<file path="config.mk">
export PLATFORM = sky130hd
export DESIGN_NAME = software_timer_table_unit
export DESIGN_NICKNAME = d
export VERILOG_FILES = /design/src/sttu_pkg.sv /design/src/sttu_cell.sv /design/src/sttu_proc.sv /design/src/software_timer_table_unit.sv
export VERILOG_INCLUDE_DIRS = /design/src /design/src/src
export SDC_FILE = /design/constraint.sdc
export NUM_CORES = 1
export LEC_CHECK = 0
export CORE_MARGIN = 1
export CORE_UTILIZATION = 62
export DETAILED_ROUTE_END_ITERATION = 8
export DONT_BUFFER_PORTS = 1
export PLACE_DENSITY = 0.78
export SLEW_MARGIN = 20
export SYNTH_ARGS = -nofsm -noshare
export SYNTH_HDL_FRONTEND = slang
export SYNTH_SLANG_ARGS = --single-unit
</file>
<file path="constraint.sdc">
create_clock -name clk -period 25.9 [get_ports clk]
set_input_delay 5.18 -clock clk [delete_from_list [all_inputs] [get_ports clk]]
set_output_delay 5.18 -clock clk [all_outputs]
set_load 0.01 [all_outputs]
</file>
<file path="src/software_timer_table_unit_assert.svh">
// Assertion macros for the software timer table unit.
`ifndef SOFTWARE_TIMER_TABLE_UNIT_ASSERT_SVH
`define SOFTWARE_TIMER_TABLE_UNIT_ASSERT_SVH
`ifndef SYNTHESIS
// checked property, disabled while reset is asserted
`define STTU_ASSERT(lbl, prop, msg) \
	lbl: assert property (@(posedge clk) disable iff (!arst_n) prop) else $error(msg);
// checked property, live through reset too
`define STTU_ASSERT_ALWAYS(lbl, prop, msg) \
	lbl: assert property (@(posedge clk) prop) else $error(msg);
`else
`define STTU_ASSERT(lbl, prop, msg)
`define STTU_ASSERT_ALWAYS(lbl, prop, msg)
`endif
`endif

</file>
<file path="src/sttu_pkg.sv">
// Package: types, sizes and codes of the software timer table unit.
package sttu_pkg;
	localparam int TIMER_SLOTS = 16;
	localparam int DELAY_BITS  = 32;
	localparam int SLOT_W      = $clog2(TIMER_SLOTS);
	localparam int CMP_W       = (SLOT_W > 4) ? SLOT_W : 4;
	localparam int TAG_W       = 16;

	localparam logic [1:0] KIND_ADD    = 2'd0;
	localparam logic [1:0] KIND_DELETE = 2'd1;
	localparam logic [1:0] KIND_MODIFY = 2'd2;
	localparam logic [1:0] KIND_TICK   = 2'd3;

	localparam logic [1:0] STATUS_OK       = 2'd0;
	localparam logic [1:0] STATUS_FULL     = 2'd1;
	localparam logic [1:0] STATUS_NOT_LIVE = 2'd2;

	localparam logic RKIND_ACK  = 1'b0;
	localparam logic RKIND_FIRE = 1'b1;

	typedef struct packed {
		logic                  live;
		logic [DELAY_BITS-1:0] delay;
		logic                  hdl;
		logic [TAG_W-1:0]      tag;
	} slot_t;

	typedef struct packed {
		logic [1:0]            kind;
		logic [3:0]            handle;
		logic [DELAY_BITS-1:0] delay;
		logic                  hdl;
		logic [TAG_W-1:0]      tag;
	} cmd_t;

	typedef struct packed {
		logic fire;  // slot expired and has a handler
		logic hit;   // delete or modify applied
		logic took;  // add claimed this slot
	} evt_t;
endpackage

</file>
<file path="src/sttu_cell.sv">
// One timer slot cell of the rotating ring.
module sttu_cell import sttu_pkg::*; (
	input  logic  clk,
	input  logic  arst_n,
	input  logic  shift,
	input  slot_t d,
	output slot_t q
);
	logic                  live_q;
	logic [DELAY_BITS-1:0] delay_q;
	logic                  hdl_q;
	logic [TAG_W-1:0]      tag_q;

	always_ff @(posedge clk or negedge arst_n) begin
		if (!arst_n) begin
			live_q <= 1'b0;
		end else if (shift) begin
			live_q <= d.live;
		end
	end

	always_ff @(posedge clk) begin
		if (shift) begin
			delay_q <= d.delay;
			hdl_q   <= d.hdl;
			tag_q   <= d.tag;
		end
	end

	assign q = '{live: live_q, delay: delay_q, hdl: hdl_q, tag: tag_q};
endmodule

</file>
<file path="src/sttu_proc.sv">
// Update logic applied to the slot leaving the head of the ring.
module sttu_proc import sttu_pkg::*; (
	input  cmd_t              cmd,
	input  logic [SLOT_W-1:0] idx,
	input  logic              add_done,
	input  slot_t             cur,
	output slot_t             nxt,
	output evt_t              evt
);
	logic [DELAY_BITS-1:0] dec;
	logic                  addressed;

	assign dec       = cur.delay - DELAY_BITS'(1);
	assign addressed = (CMP_W'(idx) == CMP_W'(cmd.handle)) && cur.live && (cur.delay != '0);

	always_comb begin
		nxt = cur;
		evt = '0;
		case (cmd.kind)
			KIND_ADD: begin
				if (!add_done && !cur.live) begin
					nxt      = '{live: 1'b1, delay: cmd.delay, hdl: cmd.hdl, tag: cmd.tag};
					evt.took = 1'b1;
				end
			end
			KIND_DELETE: begin
				if (addressed) begin
					nxt.live = 1'b0;
					evt.hit  = 1'b1;
				end
			end
			KIND_MODIFY: begin
				if (addressed) begin
					nxt.delay = cmd.delay;
					evt.hit   = 1'b1;
				end
			end
			KIND_TICK: begin
				if (cur.live) begin
					nxt.delay = dec;
					if (dec == '0) begin
						nxt.live = 1'b0;
						evt.fire = cur.hdl;
					end
				end
			end
			default: begin
				nxt = cur;
			end
		endcase
	end
endmodule

</file>
<file path="src/software_timer_table_unit.sv">
// Top level: software timer table, a ring of slot cells with a pass sequencer.
//
// A command runs from its start transfer to the next possible start as
// follows. The start edge latches the command and the pass begins at once.
// Then come one full rotation of the slot ring (one slot through the update
// logic per cycle), the acknowledgement build state, and the acknowledgement
// on the ports with busy already low. busy is high for the whole pass and
// the acknowledgement build state. Results are shown for exactly one cycle
// with result_strobe high and cannot be held off: a tick gives one fire
// result per expiring slot that has a handler, in slot order, and every
// command ends with one acknowledgement (last = 1). The acknowledgement may
// still be on the ports in the cycle a new start is taken.
`include "software_timer_table_unit_assert.svh"
module software_timer_table_unit import sttu_pkg::*; (
	input  logic                  clk,
	input  logic                  arst_n,
	input  logic                  start,
	output logic                  busy,
	input  logic [1:0]            kind,
	input  logic [3:0]            handle,
	input  logic [31:0]           delay_ticks,
	input  logic                  handler_valid,
	input  logic [15:0]           handler_tag,
	output logic                  result_strobe,
	output logic                  result_kind,
	output logic [1:0]            status,
	output logic [3:0]            slot,
	output logic [15:0]           fired_tag,
	output logic                  last
);
	typedef enum logic [2:0] {
		ST_IDLE = 3'b001,
		ST_PASS = 3'b010,
		ST_ACK  = 3'b100
	} state_t;

	state_t            state_q;
	cmd_t              cmd_q;
	logic [SLOT_W-1:0] cnt_q;
	logic [SLOT_W-1:0] add_slot_q;
	logic              took_q;
	logic              hit_q;

	logic              strobe_q;
	logic              rkind_q;
	logic [1:0]        status_q;
	logic [3:0]        slot_q;
	logic [15:0]       tag_q;
	logic              last_q;

	slot_t             ring [TIMER_SLOTS];
	slot_t             head_nxt;
	evt_t              evt;
	logic              shift;

	// the ring rotates one place per pass cycle; after a full pass every
	// slot sits back in its home cell
	assign shift = (state_q == ST_PASS);

	for (genvar i = 0; i < TIMER_SLOTS; i++) begin : g_cell
		if (i == TIMER_SLOTS - 1) begin : g_tail
			sttu_cell u_cell (.clk(clk), .arst_n(arst_n), .shift(shift),
				.d(head_nxt), .q(ring[i]));
		end else begin : g_mid
			sttu_cell u_cell (.clk(clk), .arst_n(arst_n), .shift(shift),
				.d(ring[i+1]), .q(ring[i]));
		end
	end

	// cell 0 holds slot cnt_q during pass cycle cnt_q
	sttu_proc u_proc (
		.cmd(cmd_q),
		.idx(cnt_q),
		.add_done(took_q),
		.cur(ring[0]),
		.nxt(head_nxt),
		.evt(evt)
	);

	assign busy = (state_q != ST_IDLE);

	// sequencer
	always_ff @(posedge clk or negedge arst_n) begin
		if (!arst_n) begin
			state_q <= ST_IDLE;
			cnt_q   <= '0;
			took_q  <= 1'b0;
			hit_q   <= 1'b0;
		end else begin
			case (state_q)
				ST_IDLE: begin
					if (start) begin
						state_q <= ST_PASS;
						cnt_q   <= '0;
						took_q  <= 1'b0;
						hit_q   <= 1'b0;
					end
				end
				ST_PASS: begin
					if (evt.took) took_q <= 1'b1;
					if (evt.hit)  hit_q  <= 1'b1;
					cnt_q <= cnt_q + SLOT_W'(1);
					if (cnt_q == SLOT_W'(TIMER_SLOTS - 1)) begin
						state_q <= ST_ACK;
					end
				end
				ST_ACK: begin
					state_q <= ST_IDLE;
				end
				default: begin
					state_q <= ST_IDLE;
				end
			endcase
		end
	end

	// command latch and claimed slot (payload, no reset)
	always_ff @(posedge clk) begin
		if (state_q == ST_IDLE && start) begin
			cmd_q <= '{kind: kind, handle: handle, delay: DELAY_BITS'(delay_ticks),
				hdl: handler_valid, tag: handler_tag};
		end
		if (shift && evt.took) begin
			add_slot_q <= cnt_q;
		end
	end

	// result strobe
	always_ff @(posedge clk or negedge arst_n) begin
		if (!arst_n) begin
			strobe_q <= 1'b0;
		end else begin
			strobe_q <= (shift && evt.fire) || (state_q == ST_ACK);
		end
	end

	// result payload: fire during the pass, acknowledgement after it
	always_ff @(posedge clk) begin
		if (shift && evt.fire) begin
			rkind_q  <= RKIND_FIRE;
			status_q <= STATUS_OK;
			slot_q   <= 4'(cnt_q);
			tag_q    <= ring[0].tag;
			last_q   <= 1'b0;
		end else if (state_q == ST_ACK) begin
			rkind_q <= RKIND_ACK;
			tag_q   <= '0;
			last_q  <= 1'b1;
			case (cmd_q.kind)
				KIND_ADD: begin
					status_q <= took_q ? STATUS_OK : STATUS_FULL;
					slot_q   <= took_q ? 4'(add_slot_q) : 4'd0;
				end
				KIND_DELETE, KIND_MODIFY: begin
					status_q <= hit_q ? STATUS_OK : STATUS_NOT_LIVE;
					slot_q   <= cmd_q.handle;
				end
				default: begin
					status_q <= STATUS_OK;
					slot_q   <= 4'd0;
				end
			endcase
		end
	end

	assign result_strobe = strobe_q;
	assign result_kind   = rkind_q;
	assign status        = status_q;
	assign slot          = slot_q;
	assign fired_tag     = tag_q;
	assign last          = last_q;

	`STTU_ASSERT(a_start_goes_busy, (start && !busy) |=> busy, "start not taken")
	`STTU_ASSERT(a_ack_after_pass, (state_q == ST_ACK) |=> (result_strobe && last && result_kind == RKIND_ACK), "missing acknowledgement")
	`STTU_ASSERT(a_fire_in_pass, (result_strobe && !last) |-> ($past(state_q == ST_PASS) && result_kind == RKIND_FIRE && status == STATUS_OK), "fire outside a pass")
	`STTU_ASSERT_ALWAYS(a_idle_quiet, (!arst_n) |=> (!result_strobe || arst_n), "strobe during reset")
endmodule

</file>
==> impl_metrics.tcl, run 1 <==
set metrics [dict create \
    vias_per_cell 5.900 \
    ys.warnings.count 0 \
    synthesis.area_um2 30120 \
    power_density_nw_per_um2 107.8 \
    peakVddDrop_mv 0.1284 \
    floorplan.die.height_um 222.4 \
    initial_core_utilization_pct 62.96 \
    skew_pair_late_insertion_delay_ns 0.64 \
    final_period_minus_worst_setup_slack_ns 6.610 \
    crit_path_max_fanout 3 \
    stdcell_area_um2 33630 \
    ctsHoldBuffers 0 \
    clk_root_buffer_cell "sky130_fd_sc_hd__clkbuf_16" \
    ctsHtreeMaxLevel 3 \
    worst-path-buf-inv 0 \
    regToRegSetupSlack_ns 20.07 \
    worst_pin_slew_ns 1.099 \
    end_kind "output pin" \
    crit_path_max_incr_delay_ns 0.41 \
    fp-row-count 80 \
    synth.net_count 1534 \
    wl_per_cell_um 22.03 \
    hpwl_um 25620 \
    first_global_vias 12540 \
    area_growth_syn_to_layout_pct 11.64 \
    finalCritPeriodShare_pct 25.52 \
    place_area_um2 30830 \
    synthDistinctLibCells 60 \
    timing.max_cap.violations 0 \
    async_flop_share_pct 2.912 \
    critical-path-slowest-cell "sky130_fd_sc_hd__dfrtp_1" \
    number_of_enable_type_register_cells_in_the_synthesized_netlist 863 \
    worst_path_dominant_cell_family "flip-flops" \
    numCtsBuffers 85 \
    synth_seq_area_share_pct 88.46 \
    cts.sink_count 893 \
    synth_largest_type_area_fraction_pct 86.03 \
    cts_tree "built" \
    finClkSkew_ns 0.03799 \
    timing.critical_path.from_type "register" \
    fillers 2787 \
    finalMaxSlewViolations 0 \
    drt_iter0_markers 1449 \
    global_route.overflow_total 0 \
    core_area_um2 47850 \
    clk_path_buf_depth 3 \
    grt_max_degree 224 \
    commonest_non_fill_non_tap_cells_in_the_layout "863 x sky130_fd_sc_hd__edfxtp_1, 86 x sky130_fd_sc_hd__clkbuf_16, 84 x sky130_fd_sc_hd__nand2_1" \
    setup-violations-final 0 \
    min_from "g_cell[2].g_mid.u_cell.tag_q[12]$_DFFE_PP_" \
    netlist_instances 1468 \
    area_leader_netlist "sky130_fd_sc_hd__edfxtp_1" \
    finalHoldViolCount 0 \
    slew-limit-headroom_pct 26.75 \
    sequential_cell_area_um2 26650 \
    dominantRegCellSynth "sky130_fd_sc_hd__edfxtp_1" \
    number_of_antenna_violations_at_the_first_check_in_global_routing 0 \
    drive_gt1_share_pct 12.64 \
    synth.area.top_cells "sky130_fd_sc_hd__edfxtp_1 86%, sky130_fd_sc_hd__dfrtp_1 2.1%, sky130_fd_sc_hd__mux2_2 1.2%" \
    finalWirelength_um 48400 \
    worst_r2r_endpoint "g_cell[13].g_mid.u_cell.delay_q[0]$_DFFE_PP_" \
    globalRouteTotalUtil_pct 20.00 \
    worst-endpoint-required_ns 20.72 \
    grt_first_pass_wirelength_um 73400 \
    diodes 0 \
    synth_seq_cells 893 \
    ff2ff_path_depth 6 \
    nets 1581 \
    worstHoldEndpoint "g_cell[1].g_mid.u_cell.tag_q[12]$_DFFE_PP_" \
    post-cts-setup-buffers 0 \
    place.gp.congestion 0.8512 \
    holdCritPathClass "reg2reg" \
    count_of_antenna_violating_nets_left_after_detailed_routing 0 \
    die_area_um2 49470 \
    floorplan.die.width_um 222.4 \
    setup-tns-final_ns 0 \
    worst_r2r_startpoint "state_q[2]$_DFFE_PN0P_" \
    grt_setup_unrepaired "false" \
    max_clock_freq_mhz 151.3 \
    post_cts.resized_instances 0 \
    worst-endpoint-arrival_ns 1.43 \
    worstSetupPathType "reg2out" \
    io_pins 84 \
    multiInputGateArea_um2 3181 \
    leakage_nw 11.03 \
    mostFrequentLayoutCell "sky130_fd_sc_hd__edfxtp_1" \
    first_pass_iters 7 \
    cp_cell_sequence "nor2_1 -> nand2_1" \
    cts.clk_slew.worst_paths_ns 0.07 \
    postSynthAreaPerCell_um2 20.52 \
    hold-path-cell-count 0 \
    status "finished, final reports clean" \
    io_buffer_count 0 \
    drc_errors 0 \
    vias 12960 \
]
-- cell families after synthesis --
kind of cell,after synthesis,synth area share [%]
flops,893,88.46
simple gates,250,4.257
compound gates,167,3.618
buf+inv,80,1.030
xor+xnor,38,1.105
mux,32,1.196
fa+ha+maj,8,0.3323
-- area by class of cell --
type                    instances  area share, %
clock buffers                 100          6.585
clock inverters                54          1.726
inverters                      24         0.2902
multi-input cells             495          9.458
flip-flops and latches        893          79.24
well taps                     615          2.288
repair buffers                 16         0.4167
-- registers in the layout (all words and copies together), names as in the netlist, 2 cells and up --
name	cells
state_q	3
g_cell.g_mid.u_cell.delay_q	480
g_cell.g_mid.u_cell.tag_q	240
g_cell.g_tail.u_cell.delay_q	32
slot	4
g_cell.g_tail.u_cell.tag_q	16
g_cell.g_mid.u_cell.live_q	15
cmd_q	55
g_cell.g_mid.u_cell.hdl_q	15
cnt_q	4
status	2
fired_tag	16
add_slot_q	4
-- per-stage QoR --
stage          power (mW)  instances  hold slack [ns]  util [%]  setup slack, ns
2_1_floorplan       2.619       1468           0.4003         -            2.161
3_3_place_gp        2.394       2043           0.4003     64.43            19.30
3_5_place_dp        2.418       2043           0.4045     64.43            19.22
4_1_cts             3.657       2197           0.4004     70.27            19.27
5_1_grt             3.758       2197           0.4053     70.29            19.25
6_report            3.624       2197           0.3989     70.29            19.29
-- synth_stat cells (3+ instances only) --
master                      instances
sky130_fd_sc_hd__a31oi_1            3
sky130_fd_sc_hd__o21ai_0           55
sky130_fd_sc_hd__a22o_1             4
sky130_fd_sc_hd__and3_1             7
sky130_fd_sc_hd__or3_1              4
sky130_fd_sc_hd__a221oi_1          18
sky130_fd_sc_hd__inv_1             24
sky130_fd_sc_hd__nor3_1            19
sky130_fd_sc_hd__clkbuf_1          45
sky130_fd_sc_hd__o31ai_1            4
sky130_fd_sc_hd__a21oi_1           46
sky130_fd_sc_hd__nor2_1            44
sky130_fd_sc_hd__nor3b_1            3
sky130_fd_sc_hd__edfxtp_1         863
sky130_fd_sc_hd__mux2_2            32
sky130_fd_sc_hd__nor4b_1            4
sky130_fd_sc_hd__buf_2              5
sky130_fd_sc_hd__nand2_1           84
sky130_fd_sc_hd__o21a_1             3
sky130_fd_sc_hd__or2_2              4
sky130_fd_sc_hd__nor4_1            13
sky130_fd_sc_hd__o221a_2            9
sky130_fd_sc_hd__xnor2_1           29
sky130_fd_sc_hd__nand4_1           13
sky130_fd_sc_hd__nor3_2             3
sky130_fd_sc_hd__a21o_1             5
sky130_fd_sc_hd__buf_1              5
sky130_fd_sc_hd__dfxtp_1            4
sky130_fd_sc_hd__ha_1               8
sky130_fd_sc_hd__nand3_1           18
sky130_fd_sc_hd__a2bb2oi_1          6
sky130_fd_sc_hd__and2_1            18
sky130_fd_sc_hd__xor2_1             9
sky130_fd_sc_hd__dfrtp_1           25
-- where the power goes --
group | total [mW] | internal, mW | switching, mW
combinational | 0.326 | 0.0759 | 0.250
clock | 1.23 | 0.707 | 0.518
sequential | 2.07 | 1.97 | 0.105
total | 3.62 | 2.75 | 0.872
-- worst max path at each step --
| stage | start | to | slack, ns | cells after the start |
|---|---|---|---|---|
| floorplan | state_q[2]$_DFFE_PN0P_ | g_cell[0].g_mid.u_cell.delay_q[0]$_DFFE_PP_ | 2.16 | 4 |
| global placement | start | cnt_q[2]$_DFFE_PN0P_ | 19.30 | 4 |
| detailed placement | start | cnt_q[2]$_DFFE_PN0P_ | 19.22 | 4 |
| CTS | state_q[2]$_DFFE_PN0P_ | busy | 19.27 | 2 |
| global route | state_q[2]$_DFFE_PN0P_ | busy | 19.25 | 2 |
| finish | state_q[2]$_DFFE_PN0P_ | busy | 19.29 | 2 |
-- worst register-to-register path, cell delays in order (launching register included) --
cell and delay (ns):
sky130_fd_sc_hd__dfrtp_1 0.41, sky130_fd_sc_hd__or3b_2 0.73, sky130_fd_sc_hd__inv_8 0.69, sky130_fd_sc_hd__buf_6 0.76, sky130_fd_sc_hd__buf_4 0.99, sky130_fd_sc_hd__buf_4 0.85, sky130_fd_sc_hd__buf_4 0.99
-- routing by layer --
metal / global-route usage (%) / part of all wire (%)
met5: 0 / 0
met4: 6.674 / 2.4
met3: 4.787 / 6.6
met2: 29.43 / 46
met1: 30.02 / 45
(Power assumes the default switching activity.)
==> inputs of run 2 (changes only) <==
--- a/config.mk
+++ b/config.mk
@@ -6,11 +6,12 @@
 export SDC_FILE = /design/constraint.sdc
 export NUM_CORES = 1
 export LEC_CHECK = 0
+export ABC_AREA = 1
 export CORE_MARGIN = 1
-export CORE_UTILIZATION = 62
+export CORE_UTILIZATION = 56
 export DETAILED_ROUTE_END_ITERATION = 8
 export DONT_BUFFER_PORTS = 1
-export PLACE_DENSITY = 0.78
+export PLACE_DENSITY = 0.74
 export SLEW_MARGIN = 20
 export SYNTH_ARGS = -nofsm -noshare
 export SYNTH_HDL_FRONTEND = slang
==> constraint.sdc (replaced) <==
create_clock -name clk -period 5.55 [get_ports clk]
set_input_delay 1.11 -clock clk [delete_from_list [all_inputs] [get_ports clk]]
set_output_delay 1.11 -clock clk [all_outputs]
set_load 0.01 [all_outputs]
==> run 2 against run 1 <==
  * Critical path depth grew 12
  * Clock skew grew 0.00057 ns
  * Routed wire length grew 6.5%
  * Global-route usage shrank 1.1 points
  * Largest cell class unchanged
  * Largest power group unchanged
==> impl_metrics.tcl, run 2 <==
set metrics [dict create \
    status "finished, final reports clean" \
    nets 1844 \
    leakage_nw 11.39 \
    fp-row-count 85 \
    dominantRegCellSynth "sky130_fd_sc_hd__edfxtp_1" \
    core_area_um2 54030 \
    number_of_enable_type_register_cells_in_the_synthesized_netlist 863 \
    area_growth_syn_to_layout_pct 11.42 \
    first_global_vias 13590 \
    wl_per_cell_um 20.28 \
    netlist_instances 1722 \
    initial_core_utilization_pct 56.80 \
    worst-endpoint-required_ns 5.79 \
    post_layout_nonfiller_instances 2542 \
    finalHoldViolCount 0 \
    hpwl_um 30100 \
    numCtsBuffers 86 \
    register_with_the_highest_flop_count "g_cell.g_mid.u_cell.delay_q" \
    final_core_util_pct 63.29 \
    fillers 3709 \
    io_buffer_count 0 \
    cts_tree "built" \
    setup-tns-final_ns 0 \
    max_clock_freq_mhz 252.1 \
    post_cts.resized_instances 0 \
    finalWirelength_um 51540 \
    skew_pair_late_insertion_delay_ns 0.64 \
    synth.area.top_cells "sky130_fd_sc_hd__edfxtp_1 84%, sky130_fd_sc_hd__nand2_1 2.6%, sky130_fd_sc_hd__dfrtp_1 2.0%" \
    ff2ff_path_depth 14 \
    worst_pin_slew_ns 1.161 \
    switching_power_mw 3.981 \
    synth_common_cells "863 x sky130_fd_sc_hd__edfxtp_1, 213 x sky130_fd_sc_hd__nand2_1, 129 x sky130_fd_sc_hd__nor2_1, 111 x sky130_fd_sc_hd__o21ai_0, 85 x sky130_fd_sc_hd__inv_1" \
    io_pins 84 \
    final_period_minus_worst_setup_slack_ns 3.967 \
    p_clk_share_pct 33.3 \
    crit_path_max_fanout 21 \
    seq_power_share_pct 57.5 \
    peakVddDrop_mv 0.3418 \
    commonest_non_fill_non_tap_cells_in_the_layout "863 x sky130_fd_sc_hd__edfxtp_1, 212 x sky130_fd_sc_hd__nand2_1, 126 x sky130_fd_sc_hd__nor2_1" \
    timing.max_cap.violations 0 \
    place.gp.congestion 0.9172 \
    synthDistinctLibCells 42 \
    post-synth-top-count-cell "sky130_fd_sc_hd__edfxtp_1" \
    finalMaxSlewViolations 0 \
    finalCritPeriodShare_pct 71.48 \
    number_of_flip_flops_in_the_largest_register 480 \
    clk_path_buf_depth 3 \
    ctsHtreeMaxLevel 3 \
    grt_first_pass_wirelength_um 79070 \
    floorplan.die.height_um 236.1 \
    ys.warnings.count 0 \
    post-cts-setup-buffers 0 \
    multiInputGateArea_um2 3521 \
    power.combinational.fraction_pct 9.2 \
    p_sw_share_pct 24.20 \
    cts.sink_count 893 \
    drt_iter0_markers 1372 \
    end_kind "register" \
    synth_seq_area_share_pct 86.83 \
    finClkSkew_ns 0.03857 \
    setup-violations-final 0 \
    power_density_nw_per_um2 481.1 \
    floorplan.die.width_um 236.1 \
    clk_root_buffer_cell "sky130_fd_sc_hd__clkbuf_16" \
    count_of_antenna_violating_nets_left_after_detailed_routing 0 \
    globalRouteTotalUtil_pct 18.91 \
    synth_seq_cells 893 \
    mostFrequentLayoutCell "sky130_fd_sc_hd__edfxtp_1" \
    area_leader_netlist "sky130_fd_sc_hd__edfxtp_1" \
    number_of_antenna_violations_at_the_first_check_in_global_routing 14 \
    postSynthAreaPerCell_um2 17.82 \
    async_flop_share_pct 2.912 \
    timing.critical_path.from_type "register" \
    dpl.cell_count 2385 \
    global_route.overflow_total 0 \
    synth.net_count 1788 \
    slew-limit-headroom_pct 22.62 \
    worst-endpoint-arrival_ns 4.21 \
    grt_max_degree 228 \
    first_pass_iters 5 \
    drc_errors 0 \
    die_area_um2 55740 \
    grt_setup_unrepaired "false" \
    holdCritPathClass "in2async" \
    synthesis.area_um2 30690 \
    internal_power_mw 12.47 \
    worstSetupPathType "reg2reg" \
    cts.clk_slew.worst_paths_ns 0.06 \
    reg.largest.list "g_cell.g_mid.u_cell.delay_q (480), g_cell.g_mid.u_cell.tag_q (240), cmd_q (55)" \
    sequential_cell_area_um2 26650 \
    vias 14020 \
    synth_largest_type_area_fraction_pct 84.44 \
    vias_per_cell 5.516 \
    drive_gt1_share_pct 9.777 \
    ctsHoldBuffers 0 \
]
## run 2: final timing paths
| check | start | to | slack, ns |
|---|---|---|---|
| max in group asynchronous | arst_n | state_q[0]$_DFFE_PN1P_ | 5.21 |
| min in group clk | g_cell[4].g_mid.u_cell.tag_q[5]$_DFFE_PP_ | g_cell[3].g_mid.u_cell.tag_q[5]$_DFFE_PP_ | 0.38 |
| max reg2reg | g_cell[0].g_mid.u_cell.delay_q[0]$_DFFE_PP_ | fired_tag[7]$_SDFFCE_PN0P_ | 1.58 |
| min reg2reg | g_cell[4].g_mid.u_cell.tag_q[5]$_DFFE_PP_ | g_cell[3].g_mid.u_cell.tag_q[5]$_DFFE_PP_ | 0.38 |
| max | g_cell[0].g_mid.u_cell.delay_q[0]$_DFFE_PP_ | fired_tag[7]$_SDFFCE_PN0P_ | 1.58 |
| min | arst_n | state_q[1]$_DFFE_PN0P_ | 0.16 |
## run 2: final cells by class
type	instances	area share (%)
multi-input combinational	694	10.30
sequential	893	77.93
tap	696	2.547
timing repair buffer	14	0.4501
antenna	5	0.03659
clock buffer	106	6.762
clock inverter	45	0.9990
inverter	89	0.9770
## run 2: critical path, cell delays in order (launching register included)
cell	delay, ns
sky130_fd_sc_hd__edfxtp_1	0.43
sky130_fd_sc_hd__clkinv_1	0.20
sky130_fd_sc_hd__ha_1	0.29
sky130_fd_sc_hd__nand2_2	0.13
sky130_fd_sc_hd__nor2_4	0.34
sky130_fd_sc_hd__nand2_1	0.21
sky130_fd_sc_hd__nand2_1	0.11
sky130_fd_sc_hd__nand2_1	0.08
sky130_fd_sc_hd__nor2_1	0.15
sky130_fd_sc_hd__nand2_1	0.07
sky130_fd_sc_hd__nor2_1	0.18
sky130_fd_sc_hd__nand2_1	0.18
sky130_fd_sc_hd__nor2_4	0.15
sky130_fd_sc_hd__nand3_4	0.29
sky130_fd_sc_hd__nand2_1	0.75
## run 2: power by group through the flow
stage                     clock (mW)  sequential [mW]  combinational (mW)
after CTS                       5.65             9.48                1.51
after detailed placement           0             9.58                1.50
after floorplan                    0             9.54                1.05
after global placement             0             9.54                1.45
final                           5.49             9.46                1.51
after global routing            5.90             9.56                1.68
## run 2: logic make-up after synthesis
group / count (synthesis) / share of synthesized area, %
AOI/OAI and AO/OA: 225 / 4.195
xor gates and xnor gates: 8 / 0.2283
adders and majority gates: 8 / 0.3262
buffers and inverters: 135 / 1.782
DFF: 893 / 86.83
and+or+nand+nor: 453 / 6.641
## run 2: through the flow
step                      hold WS [ns]  worst slack [ns]  cell area [um2]  total power, mW
after floorplan                 0.4003            0.8544            30700            10.59
after global routing            0.1161             1.345            34180            17.13
after detailed placement        0.4045             1.573            31490            11.08
final                           0.1635             1.583            34190            16.45
after CTS                       0.1197             1.529            34140            16.63
after global placement          0.4006             1.665            31490            10.99
## run 2: per-layer routing
| metal | track usage, % | vias to the layer above | share of wire (%) |
|---|---|---|---|
| met5 | 0 | - | 0.19 |
| met4 | 6.635 | 18 | 2.6 |
| met3 | 4.786 | 111 | 5.7 |
| met2 | 27.28 | 345 | 45 |
| met1 | 28.30 | 7025 | 47 |
| li1 | - | 6523 | - |
